$ cat config.mk
export PLATFORM = sky130hd
export DESIGN_NAME = integer_token_parser
export DESIGN_NICKNAME = d
export VERILOG_FILES = /design/src/rtl/itp_pkg.sv /design/src/rtl/itp_scan.sv /design/src/rtl/itp_finish.sv /design/src/rtl/integer_token_parser.sv
export VERILOG_INCLUDE_DIRS = /design/src /design/src/rtl
export SDC_FILE = /design/constraint.sdc
export NUM_CORES = 1
export LEC_CHECK = 0
export BUFFER_PORTS_ARGS = -buffer_cell sky130_fd_sc_hd__buf_2
export CAP_MARGIN = 20
export CELL_PAD_IN_SITES_DETAIL_PLACEMENT = 0
export CELL_PAD_IN_SITES_GLOBAL_PLACEMENT = 1
export CORE_MARGIN = 4
export CORE_UTILIZATION = 49
export DETAILED_ROUTE_END_ITERATION = 12
export PLACE_DENSITY = 0.89
export SYNTH_ARGS = -nofsm -noshare
export SYNTH_HDL_FRONTEND = slang
export SYNTH_HIERARCHICAL = 1
export SYNTH_SLANG_ARGS = --single-unit
$ cat constraint.sdc
create_clock -name clk_i -period 16.1 [get_ports clk_i]
set_input_delay 1.61 -clock clk_i [delete_from_list [all_inputs] [get_ports clk_i]]
set_output_delay 1.61 -clock clk_i [all_outputs]
set_load 0.03 [all_outputs]
$ cat src/rtl/integer_token_parser_macros.svh
// Assertion macros for the integer token parser.
// Included by the top level; no other dependencies.
`ifndef INTEGER_TOKEN_PARSER_MACROS_SVH
`define INTEGER_TOKEN_PARSER_MACROS_SVH

`ifndef NO_ASSERTIONS

// Same-cycle implication, checked at every rising clock edge out of reset.
`define ITP_ASSERT_IMP(lbl, clk, rst_n, ante, cons) \
  lbl: assert property (@(posedge clk) disable iff (!rst_n) (ante) |-> (cons)) \
    else $error("integer_token_parser: same-cycle check failed");

// Next-cycle implication.
`define ITP_ASSERT_NXT(lbl, clk, rst_n, ante, cons) \
  lbl: assert property (@(posedge clk) disable iff (!rst_n) (ante) |=> (cons)) \
    else $error("integer_token_parser: next-cycle check failed");

`else

`define ITP_ASSERT_IMP(lbl, clk, rst_n, ante, cons)
`define ITP_ASSERT_NXT(lbl, clk, rst_n, ante, cons)

`endif

`endif

$ cat src/rtl/itp_pkg.sv
// Shared types, character codes and helper functions for the integer token parser.
// No dependencies.
`default_nettype none

package itp_pkg;

  localparam int unsigned AccW = 64;

  localparam logic [7:0] CH_ZERO  = 8'h30;
  localparam logic [7:0] CH_SEVEN = 8'h37;
  localparam logic [7:0] CH_NINE  = 8'h39;
  localparam logic [7:0] CH_PLUS  = 8'h2B;
  localparam logic [7:0] CH_MINUS = 8'h2D;
  localparam logic [7:0] CH_LC_X  = 8'h78;
  localparam logic [7:0] CH_UC_X  = 8'h58;
  localparam logic [7:0] CH_LC_B  = 8'h62;
  localparam logic [7:0] CH_UC_B  = 8'h42;
  localparam logic [7:0] CH_LC_A  = 8'h61;
  localparam logic [7:0] CH_LC_F  = 8'h66;
  localparam logic [7:0] CH_UC_A  = 8'h41;
  localparam logic [7:0] CH_UC_F  = 8'h46;

  typedef enum logic [2:0] {
    ST_OK       = 3'd0,
    ST_EMPTY    = 3'd1,
    ST_INVALID  = 3'd2,
    ST_OVERFLOW = 3'd3,
    ST_RANGE    = 3'd4,
    ST_NEGUNS   = 3'd5
  } status_e;

  typedef enum logic [1:0] {
    BASE_DEC = 2'd0,
    BASE_HEX = 2'd1,
    BASE_BIN = 2'd2,
    BASE_OCT = 2'd3
  } base_e;

  typedef enum logic [3:0] {
    STG_SIGN   = 4'b0001,
    STG_FIRST  = 4'b0010,
    STG_ZERO   = 4'b0100,
    STG_DIGITS = 4'b1000
  } stage_e;

  typedef struct packed {
    logic       ok;
    logic [3:0] val;
  } digit_t;

  // Token as it stands after its final character.
  typedef struct packed {
    logic [AccW-1:0] acc;
    logic            neg;
    status_e         err;
    logic            seen;
  } itp_tok_t;

  function automatic digit_t digit_value(input logic [7:0] c);
    digit_t d;
    d.ok  = 1'b0;
    d.val = 4'd0;
    if (c >= CH_ZERO && c <= CH_NINE) begin
      d.ok  = 1'b1;
      d.val = 4'(c - CH_ZERO);
    end else if (c >= CH_LC_A && c <= CH_LC_F) begin
      d.ok  = 1'b1;
      d.val = 4'(c - CH_LC_A) + 4'd10;
    end else if (c >= CH_UC_A && c <= CH_UC_F) begin
      d.ok  = 1'b1;
      d.val = 4'(c - CH_UC_A) + 4'd10;
    end
    return d;
  endfunction

  function automatic logic [AccW-1:0] type_max(input logic [2:0] vtype);
    logic [AccW-1:0] m;
    unique case (vtype)
      3'd0:    m = 64'h0000_0000_0000_007F;
      3'd1:    m = 64'h0000_0000_0000_00FF;
      3'd2:    m = 64'h0000_0000_0000_7FFF;
      3'd3:    m = 64'h0000_0000_0000_FFFF;
      3'd4:    m = 64'h0000_0000_7FFF_FFFF;
      3'd5:    m = 64'h0000_0000_FFFF_FFFF;
      3'd6:    m = 64'h7FFF_FFFF_FFFF_FFFF;
      default: m = 64'hFFFF_FFFF_FFFF_FFFF;
    endcase
    return m;
  endfunction

  function automatic logic [AccW-1:0] type_mask(input logic [1:0] wsel);
    logic [AccW-1:0] m;
    unique case (wsel)
      2'd0:    m = 64'h0000_0000_0000_00FF;
      2'd1:    m = 64'h0000_0000_0000_FFFF;
      2'd2:    m = 64'h0000_0000_FFFF_FFFF;
      default: m = 64'hFFFF_FFFF_FFFF_FFFF;
    endcase
    return m;
  endfunction

endpackage

`default_nettype wire

$ cat src/rtl/itp_scan.sv
// Character scanner: sign, prefix and digit accumulation for one token.
// Depends on itp_pkg.
`default_nettype none

module itp_scan (
  input  wire logic            clk_i,
  input  wire logic            rst_ni,
  input  wire logic            step_i,
  input  wire logic [7:0]      ch_i,
  input  wire logic [2:0]      vtype_i,
  input  wire logic            last_i,
  output itp_pkg::itp_tok_t    tok_o
);

  logic [itp_pkg::AccW-1:0] acc_q, acc_d;
  itp_pkg::base_e           base_q, base_d;
  logic                     neg_q, neg_d;
  itp_pkg::status_e         err_q, err_d;
  itp_pkg::stage_e          stage_q, stage_d;
  logic                     seen_q, seen_d;

  logic                     dig_en;
  itp_pkg::base_e           dig_base;
  itp_pkg::digit_t          dv;
  logic [itp_pkg::AccW+3:0] prod;
  logic [itp_pkg::AccW+4:0] sum;
  logic                     too_big;
  logic                     is_signed;
  logic                     is_octal;

  assign is_signed = ~vtype_i[0];
  assign is_octal  = (ch_i >= itp_pkg::CH_ZERO) && (ch_i <= itp_pkg::CH_SEVEN);
  assign dv        = itp_pkg::digit_value(ch_i);

  // Multiply by the radix with shifts, plus one add for decimal.
  always_comb begin
    unique case (dig_base)
      itp_pkg::BASE_DEC: begin
        prod    = ({4'd0, acc_q} << 3) + ({4'd0, acc_q} << 1);
        too_big = (dv.val > 4'd9);
      end
      itp_pkg::BASE_HEX: begin
        prod    = {4'd0, acc_q} << 4;
        too_big = 1'b0;
      end
      itp_pkg::BASE_BIN: begin
        prod    = {4'd0, acc_q} << 1;
        too_big = (dv.val > 4'd1);
      end
      default: begin
        prod    = {4'd0, acc_q} << 3;
        too_big = (dv.val > 4'd7);
      end
    endcase
  end

  assign sum = {1'b0, prod} + (itp_pkg::AccW+5)'(dv.val);

  always_comb begin
    acc_d    = acc_q;
    base_d   = base_q;
    neg_d    = neg_q;
    err_d    = err_q;
    stage_d  = stage_q;
    seen_d   = seen_q;
    dig_en   = 1'b0;
    dig_base = base_q;

    if (err_q == itp_pkg::ST_OK) begin
      unique case (stage_q)
        itp_pkg::STG_SIGN, itp_pkg::STG_FIRST: begin
          priority if (stage_q == itp_pkg::STG_SIGN && ch_i == itp_pkg::CH_MINUS) begin
            if (is_signed) begin
              neg_d   = 1'b1;
              stage_d = itp_pkg::STG_FIRST;
            end else begin
              err_d = itp_pkg::ST_NEGUNS;
            end
          end else if (stage_q == itp_pkg::STG_SIGN && ch_i == itp_pkg::CH_PLUS) begin
            stage_d = itp_pkg::STG_FIRST;
          end else if (ch_i == itp_pkg::CH_ZERO) begin
            seen_d  = 1'b1;
            stage_d = itp_pkg::STG_ZERO;
          end else begin
            base_d   = itp_pkg::BASE_DEC;
            dig_base = itp_pkg::BASE_DEC;
            stage_d  = itp_pkg::STG_DIGITS;
            dig_en   = 1'b1;
          end
        end
        itp_pkg::STG_ZERO: begin
          stage_d = itp_pkg::STG_DIGITS;
          priority if (ch_i == itp_pkg::CH_LC_X || ch_i == itp_pkg::CH_UC_X) begin
            base_d = itp_pkg::BASE_HEX;
            seen_d = 1'b0;
          end else if (ch_i == itp_pkg::CH_LC_B || ch_i == itp_pkg::CH_UC_B) begin
            base_d = itp_pkg::BASE_BIN;
            seen_d = 1'b0;
          end else if (is_octal) begin
            base_d   = itp_pkg::BASE_OCT;
            dig_base = itp_pkg::BASE_OCT;
            dig_en   = 1'b1;
          end else begin
            base_d   = itp_pkg::BASE_DEC;
            dig_base = itp_pkg::BASE_DEC;
            dig_en   = 1'b1;
          end
        end
        default: begin
          dig_en = 1'b1;
        end
      endcase

      if (dig_en) begin
        priority if (!dv.ok || too_big) begin
          err_d = itp_pkg::ST_INVALID;
        end else if (sum[itp_pkg::AccW+4:itp_pkg::AccW] != '0) begin
          err_d = itp_pkg::ST_OVERFLOW;
        end else begin
          acc_d  = sum[itp_pkg::AccW-1:0];
          seen_d = 1'b1;
        end
      end
    end
  end

  // The final character's update goes out on tok_o; the state itself restarts.
  always_ff @(posedge clk_i or negedge rst_ni) begin
    if (!rst_ni) begin
      acc_q   <= '0;
      base_q  <= itp_pkg::BASE_DEC;
      neg_q   <= 1'b0;
      err_q   <= itp_pkg::ST_OK;
      stage_q <= itp_pkg::STG_SIGN;
      seen_q  <= 1'b0;
    end else if (step_i) begin
      if (last_i) begin
        acc_q   <= '0;
        base_q  <= itp_pkg::BASE_DEC;
        neg_q   <= 1'b0;
        err_q   <= itp_pkg::ST_OK;
        stage_q <= itp_pkg::STG_SIGN;
        seen_q  <= 1'b0;
      end else begin
        acc_q   <= acc_d;
        base_q  <= base_d;
        neg_q   <= neg_d;
        err_q   <= err_d;
        stage_q <= stage_d;
        seen_q  <= seen_d;
      end
    end
  end

  assign tok_o.acc  = acc_d;
  assign tok_o.neg  = neg_d;
  assign tok_o.err  = err_d;
  assign tok_o.seen = seen_d;

endmodule

`default_nettype wire

$ cat src/rtl/itp_finish.sv
// Final range check, negation and width masking of a finished token.
// Depends on itp_pkg.
`default_nettype none

module itp_finish (
  input  wire itp_pkg::itp_tok_t     tok_i,
  input  wire logic [2:0]            vtype_i,
  output logic [itp_pkg::AccW-1:0]   value_o,
  output itp_pkg::status_e           status_o
);

  logic                   neg;
  logic [itp_pkg::AccW:0] limit;
  logic [itp_pkg::AccW-1:0] signed_val;

  // A sign is honored only if the type at the final character is signed.
  assign neg        = tok_i.neg & ~vtype_i[0];
  assign limit      = {1'b0, itp_pkg::type_max(vtype_i)} + (itp_pkg::AccW+1)'(neg);
  assign signed_val = neg ? (~tok_i.acc + 64'd1) : tok_i.acc;

  always_comb begin
    value_o  = '0;
    status_o = tok_i.err;
    if (tok_i.err == itp_pkg::ST_OK) begin
      if (!tok_i.seen) begin
        status_o = itp_pkg::ST_EMPTY;
      end else if ({1'b0, tok_i.acc} > limit) begin
        status_o = itp_pkg::ST_RANGE;
      end else begin
        value_o = signed_val & itp_pkg::type_mask(vtype_i[2:1]);
      end
    end
  end

endmodule

`default_nettype wire

$ cat src/rtl/integer_token_parser.sv
// Integer token parser: takes text one character per cycle while ready is high and returns one integer per token.
// Depends on itp_pkg, itp_scan, itp_finish and integer_token_parser_macros.svh.
//
// Input stream: s_axis_tdata carries one ASCII character, s_axis_tuser the target type
// (0 i8, 1 u8, 2 i16, 3 u16, 4 i32, 5 u32, 6 i64, 7 u64) and s_axis_tlast marks the
// final character of a token. Output stream: one transaction per token, m_axis_tdata is
// the parsed value zero-extended from the type's width, m_axis_tuser the status
// (0 ok, 1 empty, 2 invalid char, 3 overflow, 4 out of range, 5 negative unsigned).
// The value is zero whenever the status is not ok.
// Throughput: one character per cycle while s_axis_tready is high, limited by the scanner update
// (shift-add multiply by the radix plus the overflow carry-out).
// A token's result passes the input register, the finished-token register and the output
// register in turn before it is presented.
// Reset clears the scanner to the start of a token and empties every stage.
// When the receiver stalls, the output register holds its result; characters that do not
// end a token keep flowing, and a final character waits only while both the finished-token
// register and the output register are occupied.
`default_nettype none

`include "integer_token_parser_macros.svh"

module integer_token_parser (
  input  wire logic         clk_i,
  input  wire logic         rst_ni,
  input  wire logic         s_axis_tvalid,
  output logic              s_axis_tready,
  input  wire logic [7:0]   s_axis_tdata,   // [7:0] ch
  input  wire logic [2:0]   s_axis_tuser,   // [2:0] value_type
  input  wire logic         s_axis_tlast,   // last_char
  output logic              m_axis_tvalid,
  input  wire logic         m_axis_tready,
  output logic [63:0]       m_axis_tdata,   // [63:0] value
  output logic [2:0]        m_axis_tuser    // [2:0] status
);

  // Input register.
  logic       a_valid_q;
  logic [7:0] a_ch_q;
  logic [2:0] a_vtype_q;
  logic       a_last_q;

  // Finished-token register.
  logic              b_valid_q;
  itp_pkg::itp_tok_t b_tok_q;
  logic [2:0]        b_vtype_q;

  // Output register.
  logic                     out_valid_q;
  logic [itp_pkg::AccW-1:0] out_value_q;
  itp_pkg::status_e         out_status_q;

  logic                     a_adv, b_adv, b_free, in_fire;
  itp_pkg::itp_tok_t        scan_tok;
  logic [itp_pkg::AccW-1:0] fin_value;
  itp_pkg::status_e         fin_status;

  assign b_adv         = b_valid_q & (~out_valid_q | m_axis_tready);
  assign b_free        = ~b_valid_q | b_adv;
  assign a_adv         = a_valid_q & (~a_last_q | b_free);
  assign s_axis_tready = ~a_valid_q | a_adv;
  assign in_fire       = s_axis_tvalid & s_axis_tready;

  itp_scan u_scan (
    .clk_i   (clk_i),
    .rst_ni  (rst_ni),
    .step_i  (a_adv),
    .ch_i    (a_ch_q),
    .vtype_i (a_vtype_q),
    .last_i  (a_last_q),
    .tok_o   (scan_tok)
  );

  itp_finish u_finish (
    .tok_i    (b_tok_q),
    .vtype_i  (b_vtype_q),
    .value_o  (fin_value),
    .status_o (fin_status)
  );

  always_ff @(posedge clk_i or negedge rst_ni) begin
    if (!rst_ni) begin
      a_valid_q   <= 1'b0;
      b_valid_q   <= 1'b0;
      out_valid_q <= 1'b0;
    end else begin
      if (in_fire) begin
        a_valid_q <= 1'b1;
      end else if (a_adv) begin
        a_valid_q <= 1'b0;
      end
      if (a_adv && a_last_q) begin
        b_valid_q <= 1'b1;
      end else if (b_adv) begin
        b_valid_q <= 1'b0;
      end
      if (b_adv) begin
        out_valid_q <= 1'b1;
      end else if (m_axis_tready) begin
        out_valid_q <= 1'b0;
      end
    end
  end

  always_ff @(posedge clk_i) begin
    if (in_fire) begin
      a_ch_q    <= s_axis_tdata;
      a_vtype_q <= s_axis_tuser;
      a_last_q  <= s_axis_tlast;
    end
    if (a_adv && a_last_q) begin
      b_tok_q   <= scan_tok;
      b_vtype_q <= a_vtype_q;
    end
    if (b_adv) begin
      out_value_q  <= fin_value;
      out_status_q <= fin_status;
    end
  end

  assign m_axis_tvalid = out_valid_q;
  assign m_axis_tdata  = out_value_q;
  assign m_axis_tuser  = out_status_q;

  // Any status other than ok carries a zero value.
  `ITP_ASSERT_IMP(a_err_value_zero, clk_i, rst_ni, m_axis_tvalid && (m_axis_tuser != itp_pkg::ST_OK), m_axis_tdata == '0)
  // Input stalls only when every stage behind it is full and the receiver holds off.
  `ITP_ASSERT_IMP(a_stall_cause, clk_i, rst_ni, !s_axis_tready, a_valid_q && a_last_q && b_valid_q && m_axis_tvalid && !m_axis_tready)
  // A finished token that advances reaches the output register on the next edge.
  `ITP_ASSERT_NXT(a_token_delivered, clk_i, rst_ni, b_adv, m_axis_tvalid)

endmodule

`default_nettype wire
* Yosys cells after proc, flatten, opt, wreduce, memory -nomap -nowiden *
Cells that the tools add are included.

word-level totals
  flip-flop bits (word level) = 229
  latch bits = 0
  RAM bits = 0
  bits in read-only memories = 0
  bits of input ports = 16
  output and inout bits = 69
  word-level logic and storage cells = 179
  memories = 0

operators by class
  add/sub/neg operators = 9
  $mul = 0
  div/mod/pow operators = 0
  magnitude comparators = 11
  equality and inequality tests = 21
  shift-type cells = 0
  multiplexer cells = 76
  bitwise logic cells = 17
  reductions and logical operators = 26

operator list
  operator               number
  $mux 64                9
  $pmux 64 s7            1
  $pmux 68 s3            1
  $pmux 64 s3            1
  $add 68x4->69          1
  $add 67x65->68         1
  $add 64x1->65          1
  $gt 64x65->1           1
  $add 64x1->64 const B  1
  $and 64x64->64         1
  $not 64->64            1
  $mux 3                 11
  $eq 8x7->1 const B     4
  $mux 1                 27
  $eq 8x6->1 const B     3
  $mux 4                 6
  $mux 2                 11
  $ge 8x7->1 const B     2
  $le 8x6->1 const B     2
  $le 8x7->1 const B     2
  $mux 5                 3
  $sub 4x1->4 const B    3
  $eq 3x3->1 const B     3
  $logic_not 3->1        3
  31 further kinds       61

* Depth between registers and ports, before layout *
Gate-level depths: netlist of run 1.

  depth after elaboration = 16
  gate-level depth with buffers = 28
  mapped depth without buffers = 19

* By module *
The synthesis of run 1 kept the hierarchy.

by module, submodules not included
  module                times used  cells each  area an instance (sq um)  sequential area each (sq um)
  itp_scan              1           1754        12414.4                   1878.1
  integer_token_parser  1           167         4693.3                    4609.4
  itp_finish            1           580         3988.8                    0.0

* Least setup slack after synthesis of run 1 *
No wires, ideal clock.

  kind = register -> register
  from = reg a_ch_q[0]
  to = reg b_tok_q[10] (netlist name) (data pin)
  setup time = 0.260 ns
  arrival time = 5.992 ns
  required time = 15.840 ns
  path slack = 9.849 ns
  cell stages (with the launch flop) = 26
  buffers on the path = 7
  period minus slack after synthesis = 6.251 ns
  cell sequence = edfxtp_1 > inv_1 > ha_1 > nand4b_1 > nor3b_1 > o211ai_1 > buf_2 > a31oi_4 > buf_4 > buf_2 > buf_1 > clkbuf_1 > a21oi_1 > a21o_1 > ha_1 > a21oi_1 > or2_2 > nor4_4 > nand3_1 > buf_2 > nor4_4 > o2111ai_1 > and2_1 > nor3_4 > buf_6 > mux2_2

RTL lines
  what                    line                         RTL
  start, declared         integer_token_parser.sv:38   logic [7:0] a_ch_q;
  start signal, assigned  integer_token_parser.sv:106  a_ch_q <= s_axis_tdata;
  end signal, assigned    integer_token_parser.sv:111  b_tok_q <= scan_tok;
  end, declared           integer_token_parser.sv:44   itp_pkg::itp_tok_t b_tok_q;

==> run summary, run 1 <==
worst-margin pin slew -> 1050 ps
CP Class -> register to register
post-CTS setup buffer count -> 0
Synth Instances -> 2501
total power draw -> 1.37 mW
clock sink count -> 229
DRT iter0 DRCs -> 2472
Syn Nets -> 2655
cts hold-fix bufs -> 0
largest net degree at the start of global routing -> 87
Starting Density -> 0.500
Final min period -> 8410 ps
Yosys reg bits -> 229
final hold vios -> 0
Startpoint Class -> register
clk_lat worst skew -> 530 ps
dpl hpwl -> 48900 µm
final slew viol count -> 0
status -> completed
ys flop type -> edfxtp_1
Inserted Clock Buffers -> 21
port bufs -> 84
Synth top cells by count -> 321 x nand2_1, 199 x a21oi_1, 156 x o21ai_0
clock buffer depth -> 3
die height -> 215 µm
hold-critical path endpoint -> b_vtype_q[2]
Synth area leaders -> edfxtp_1 21%, dfrtp_1 9.1%, ha_1 8.1%
final setup vio count -> 0
maximum clock frequency -> 119 MHz
clock-pin transition on the worst setup and hold timing paths -> 70 ps
CTS tree -> yes
R2R depth -> 18
vias in the first global route -> 18456
hold crit path type -> register to register
Post-Syn Area per Cell -> 8.44 µm²
RSZ-0062 raised after global routing -> no
max_cap viols -> 0
drt first pass iters -> 5
DR vias/cell -> 6.64
H-tree depth -> 1
CTS root buffer -> clkbuf_16
Post-DRT Antenna Nets -> 0
Crit Path Max Fanout -> 71
most frequent cell after synthesis -> nand2_1
initial antenna violation count -> 0
leak pwr -> 8.14 nW
fraction of layout cells with a size suffix above 1 -> 0.101
slew margin rel. -> 0.285
WP data required -> 16360 ps
WHS -> 429 ps
DRC -> 0
Worst Path Arrival -> 8670 ps
r2r setup slk -> 7690 ps
routed vias -> 20081
Place WS -> 7530 ps
first-pass GRT wire length -> 102000 µm
nets -> 2624
pwr/cell area -> 61.2 nW/µm²
EDFF count, synth -> 151
top cell type by total area after synthesis -> edfxtp_1
post-cts resize count -> 0
Synth Cell Area -> 21100 µm²
Die W -> 215 µm
# rows -> 75
crit end category -> register
Tot GR Track Use -> 0.263
filler cell count -> 3869
VDD IR max -> 65.9 µV
Placer Congestion -> 0.991
Synth warnings -> 6
PnR worst setup slack -> 7690 ps
Clock Skew -> 23.8 ps
register area share after synthesis -> 0.308
Routed WL -> 64400 µm
Die Area -> 46400 µm²
drt wl/cell -> 21.3 µm
worst reg2reg startpoint -> a_ch_q[1]
async set-or-reset flop fraction in the synthesized netlist -> 0.341
Ports -> 85
# diodes -> 0
area share of the largest cell type after synthesis -> 0.215
Core ar. -> 42200 µm²
Hold Path Cell Cnt -> 0
synth unique cells -> 99
area growth from synthesis to layout -> 6.08%
DP Area -> 21700 µm²
Multi-input gate area -> 13700 µm²
total negative slack -> 0 ps
Overflow after GRT -> 0
Post-Layout Inst Area -> 22400 µm²
reg2reg end -> b_tok_q[53]
final period utilization -> 0.522
Sequential cell area -> 6490 µm²
critical hold path startpoint -> a_vtype_q[2]
==> registers in the layout, indices dropped and copies added (netlist names) <==
name / count
a_valid_q: 1
m_axis_tdata: 64
a_ch_q: 8
m_axis_tvalid: 1
b_vtype_q: 3
a_vtype_q: 3
u_scan/neg_q: 1
u_scan/seen_q: 1
u_scan/stage_q: 4
a_last_q: 1
u_scan/base_q: 2
u_scan/acc_q: 64
b_valid_q: 1
b_tok_q: 69
m_axis_tuser: 3
u_scan/err_q: 3
==> cells by family (layout without fill, tap and decap cells) <==
family,after synthesis,after routing,share of synthesized area
AND/OR/NAND/NOR,942,942,0.228
AO/OA/AOI/OAI,749,749,0.231
flip-flops,229,229,0.308
buffers and inverters,207,191,0.0444
XOR/XNOR,146,146,0.0606
adder cells (fa/ha/maj),139,139,0.0830
multiplexers,89,89,0.0461
==> routing by layer <==
metal  up-vias  part of all wire  routed length, µm  track usage
met1      9513              0.45              28800        0.389
met3       122             0.092               5900       0.0342
met2       957              0.43              27900        0.404
met4         0             0.028               1810       0.0782
met5         -                 0                  0            0
li1       9489                 -                  -            -
==> where the power goes <==
part	internal, mW	switching, mW
clock network	0.284	0.215
logic	0.0576	0.133
registers	0.657	0.0239
total	0.998	0.372
==> area by class of cell <==
| type | count | area share |
|---|---|---|
| multi-input cells | 2065 | 0.614 |
| well taps | 539 | 0.0301 |
| repair buffers | 111 | 0.0292 |
| clock buffers | 30 | 0.0259 |
| clock inverters | 8 | 0.00425 |
| flip-flops and latches | 229 | 0.290 |
| inverters | 42 | 0.00704 |
==> critical path: stages, from the launching register on <==
cell and delay [ps]:
edfxtp_1 430, inv_1 110, ha_1 240, mux2_2 290, a32oi_1 140, or3_1 440
a31o_2 240, buf_4 570, nand2_1 690, o221ai_1 600, nand4_1 300, nor4_4 430
nand3_1 510, nor4_4 480, o2111ai_1 430, and2_1 360, nor3_4 760, buf_4 620
mux2_2 410
==> cell usage in the layout (no fill, tap or decap), drive strengths merged, types with 13 or more instances in the layout <==
master	n
and2	17
o21bai	16
nor2	158
mux2	66
a211oi	91
and3	17
or2	13
a31oi	35
nand2	321
o21a	17
a21o	31
inv	43
o211ai	29
nor4	43
a21oi	199
or3	35
nand3	70
buf	111
dfrtp	77
a221oi	26
mux2i	23
xnor2	85
clkbuf	30
edfxtp	151
o21ai	175
nand2b	14
xor2	61
ha	136
nand4	114
nor3	67
==> metrics by stage <==
step                      utilization  instances
after CTS                       0.529       3021
after global routing            0.530       3024
final                           0.530       3024
after floorplan                     -       2501
after detailed placement        0.513       2983
after global placement          0.513       2983
==> how the worst max path moves through the flow <==
stage                   start     endpoint  slack, ps  cells past startpoint
floorplan           a_ch_q[0]  b_tok_q[10]       9850                     25
global placement    a_ch_q[0]  b_tok_q[56]       7860                     18
detailed placement  a_ch_q[0]  b_tok_q[46]       7530                     18
CTS                 a_ch_q[0]  b_tok_q[56]       7500                     18
global route        a_ch_q[1]  b_tok_q[56]       7210                     18
finish              a_ch_q[1]  b_tok_q[53]       7690                     18
(Power assumes the default switching activity.)
==> run 2, diff against run 1 <==
clock period = 7.85 ns   (was 16.1 ns; I/O delays follow)
==> run summary, run 2 (synthesis gave the netlist of run 1 again) <==
final hold vios -> 0
dpl hpwl -> 50600 µm
port bufs -> 84
total negative slack -> 0 ps
Post-Layout Inst Area -> 22500 µm²
final period utilization -> 0.885
clk_lat worst skew -> 520 ps
DRT iter0 DRCs -> 2339
Reg power frac -> 0.499
reg2reg end -> b_tok_q[62]
r2r setup slk -> 900 ps
status -> completed
die height -> 215 µm
final slew viol count -> 0
total power draw -> 2.81 mW
RSZ-0062 raised after global routing -> no
largest net degree at the start of global routing -> 79
WP data required -> 8100 ps
switching component of the power -> 0.778 mW
Crit Path Max Fanout -> 47
pwr/cell area -> 125 nW/µm²
Post-DRT Antenna Nets -> 0
# diodes -> 0
routed vias -> 20080
Worst Path Arrival -> 7200 ps
Core ar. -> 42200 µm²
H-tree depth -> 1
VDD IR max -> 128 µV
DR vias/cell -> 6.62
Int Power -> 2.03 mW
sw frac -> 0.277
final setup vio count -> 0
Largest register FFs -> 69
Final min period -> 6950 ps
Starting Density -> 0.500
first-pass GRT wire length -> 103000 µm
Clock Skew -> 16.8 ps
Comb power frac -> 0.140
DRC -> 0
initial antenna violation count -> 0
Placer Congestion -> 0.981
Routed WL -> 66200 µm
final non-filler cell total -> 3033
clock sink count -> 229
max_cap viols -> 0
crit end category -> register
dpl cells -> 2991
Startpoint Class -> register
Die W -> 215 µm
vias in the first global route -> 18413
Die Area -> 46400 µm²
post-cts resize count -> 0
worst-margin pin slew -> 1180 ps
drt wl/cell -> 21.8 µm
area growth from synthesis to layout -> 6.42%
leak pwr -> 8.18 nW
Clk pwr share -> 0.361
DP Area -> 21700 µm²
Inserted Clock Buffers -> 22
clock-pin transition on the worst setup and hold timing paths -> 70 ps
Overflow after GRT -> 0
CTS root buffer -> clkbuf_16
fraction of layout cells with a size suffix above 1 -> 0.104
nets -> 2632
# rows -> 75
post-CTS setup buffer count -> 0
CP Class -> register to register
Tot GR Track Use -> 0.269
cts hold-fix bufs -> 0
R2R depth -> 19
slew margin rel. -> 0.205
Ports -> 85
most common cell after layout, fill and taps aside -> nand2_1
hold crit path type -> input pin to asynchronous set/reset pin
drt first pass iters -> 5
WHS -> 102 ps
filler cell count -> 3902
Biggest register -> b_tok_q
CTS tree -> yes
maximum clock frequency -> 144 MHz
clock buffer depth -> 3
worst reg2reg startpoint -> a_ch_q[0]
most frequent cells in the layout -> 320 x nand2_1, 198 x a21oi_1, 156 x o21ai_0
## run 2: cell count changes in the layout (fill, tap and decap cells not counted)
cell	delta
buf_4	+6
buf_12	+1
clkinv_4	+2
clkbuf_1	-1
clkinv_1	+1
clkbuf_16	+2
bufinv_16	-2
## run 2: power by group through the flow
stage	combinational (mW)	sequential [mW]	clock, mW
floorplan	0.242	1.45	0
global placement	0.372	1.42	0
detailed placement	0.383	1.42	0
CTS	0.386	1.40	1.04
global route	0.428	1.41	1.08
finish	0.393	1.40	1.01
## run 2: how the worst max path moves through the flow
stage | from | end | slack, ps | cells past startpoint
after floorplan | a_ch_q[0] | b_tok_q[10] | 1600 | 25
after global placement | a_ch_q[0] | b_tok_q[58] | 1290 | 19
after detailed placement | a_ch_q[0] | b_tok_q[62] | 1050 | 19
after CTS | a_ch_q[0] | b_tok_q[62] | 1030 | 19
after global routing | a_ch_q[1] | b_tok_q[62] | 600 | 20
final | a_ch_q[0] | b_tok_q[62] | 900 | 19
## run 2: cell type report
type	count	area (µm²)	share of cell area
flip-flops and latches	229	6490	0.289
repair buffers	118	718	0.0320
well taps	539	674	0.0300
inverters	42	158	0.00702
multi-input cells	2065	13700	0.612
clock buffers	31	626	0.0279
clock inverters	9	56.3	0.00251
## run 2: worst max-delay path, cell delays in order (launching register included)
cell and delay [ps]:
edfxtp_1 480, ha_1 290, mux2_2 290, a32oi_1 140
or3_1 420, a31o_2 650, nor2_1 240, a21o_1 240
ha_1 340, a21oi_1 140, or2_2 380, nor4_4 440
nand3_1 140, buf_4 210, nor4_2 540, and4bb_2 310
nor3_2 570, nor3_4 80, buf_4 330, mux2_1 400
## run 2: routing by layer
| metal | share of wire | routed length [µm] | track usage |
|---|---|---|---|
| met1 | 0.46 | 30200 | 0.405 |
| met2 | 0.43 | 28400 | 0.406 |
| met3 | 0.080 | 5330 | 0.0280 |
| met4 | 0.035 | 2300 | 0.0921 |
| met5 | 0 | 0 | 0 |
## run 2: metrics by stage
| stage | setup WS [ps] | util |
|---|---|---|
| final | 900 | 0.532 |
| after global routing | 603 | 0.532 |
| after CTS | 1030 | 0.531 |
| after detailed placement | 1050 | 0.515 |
| after global placement | 1290 | 0.515 |
| after floorplan | 1600 | - |
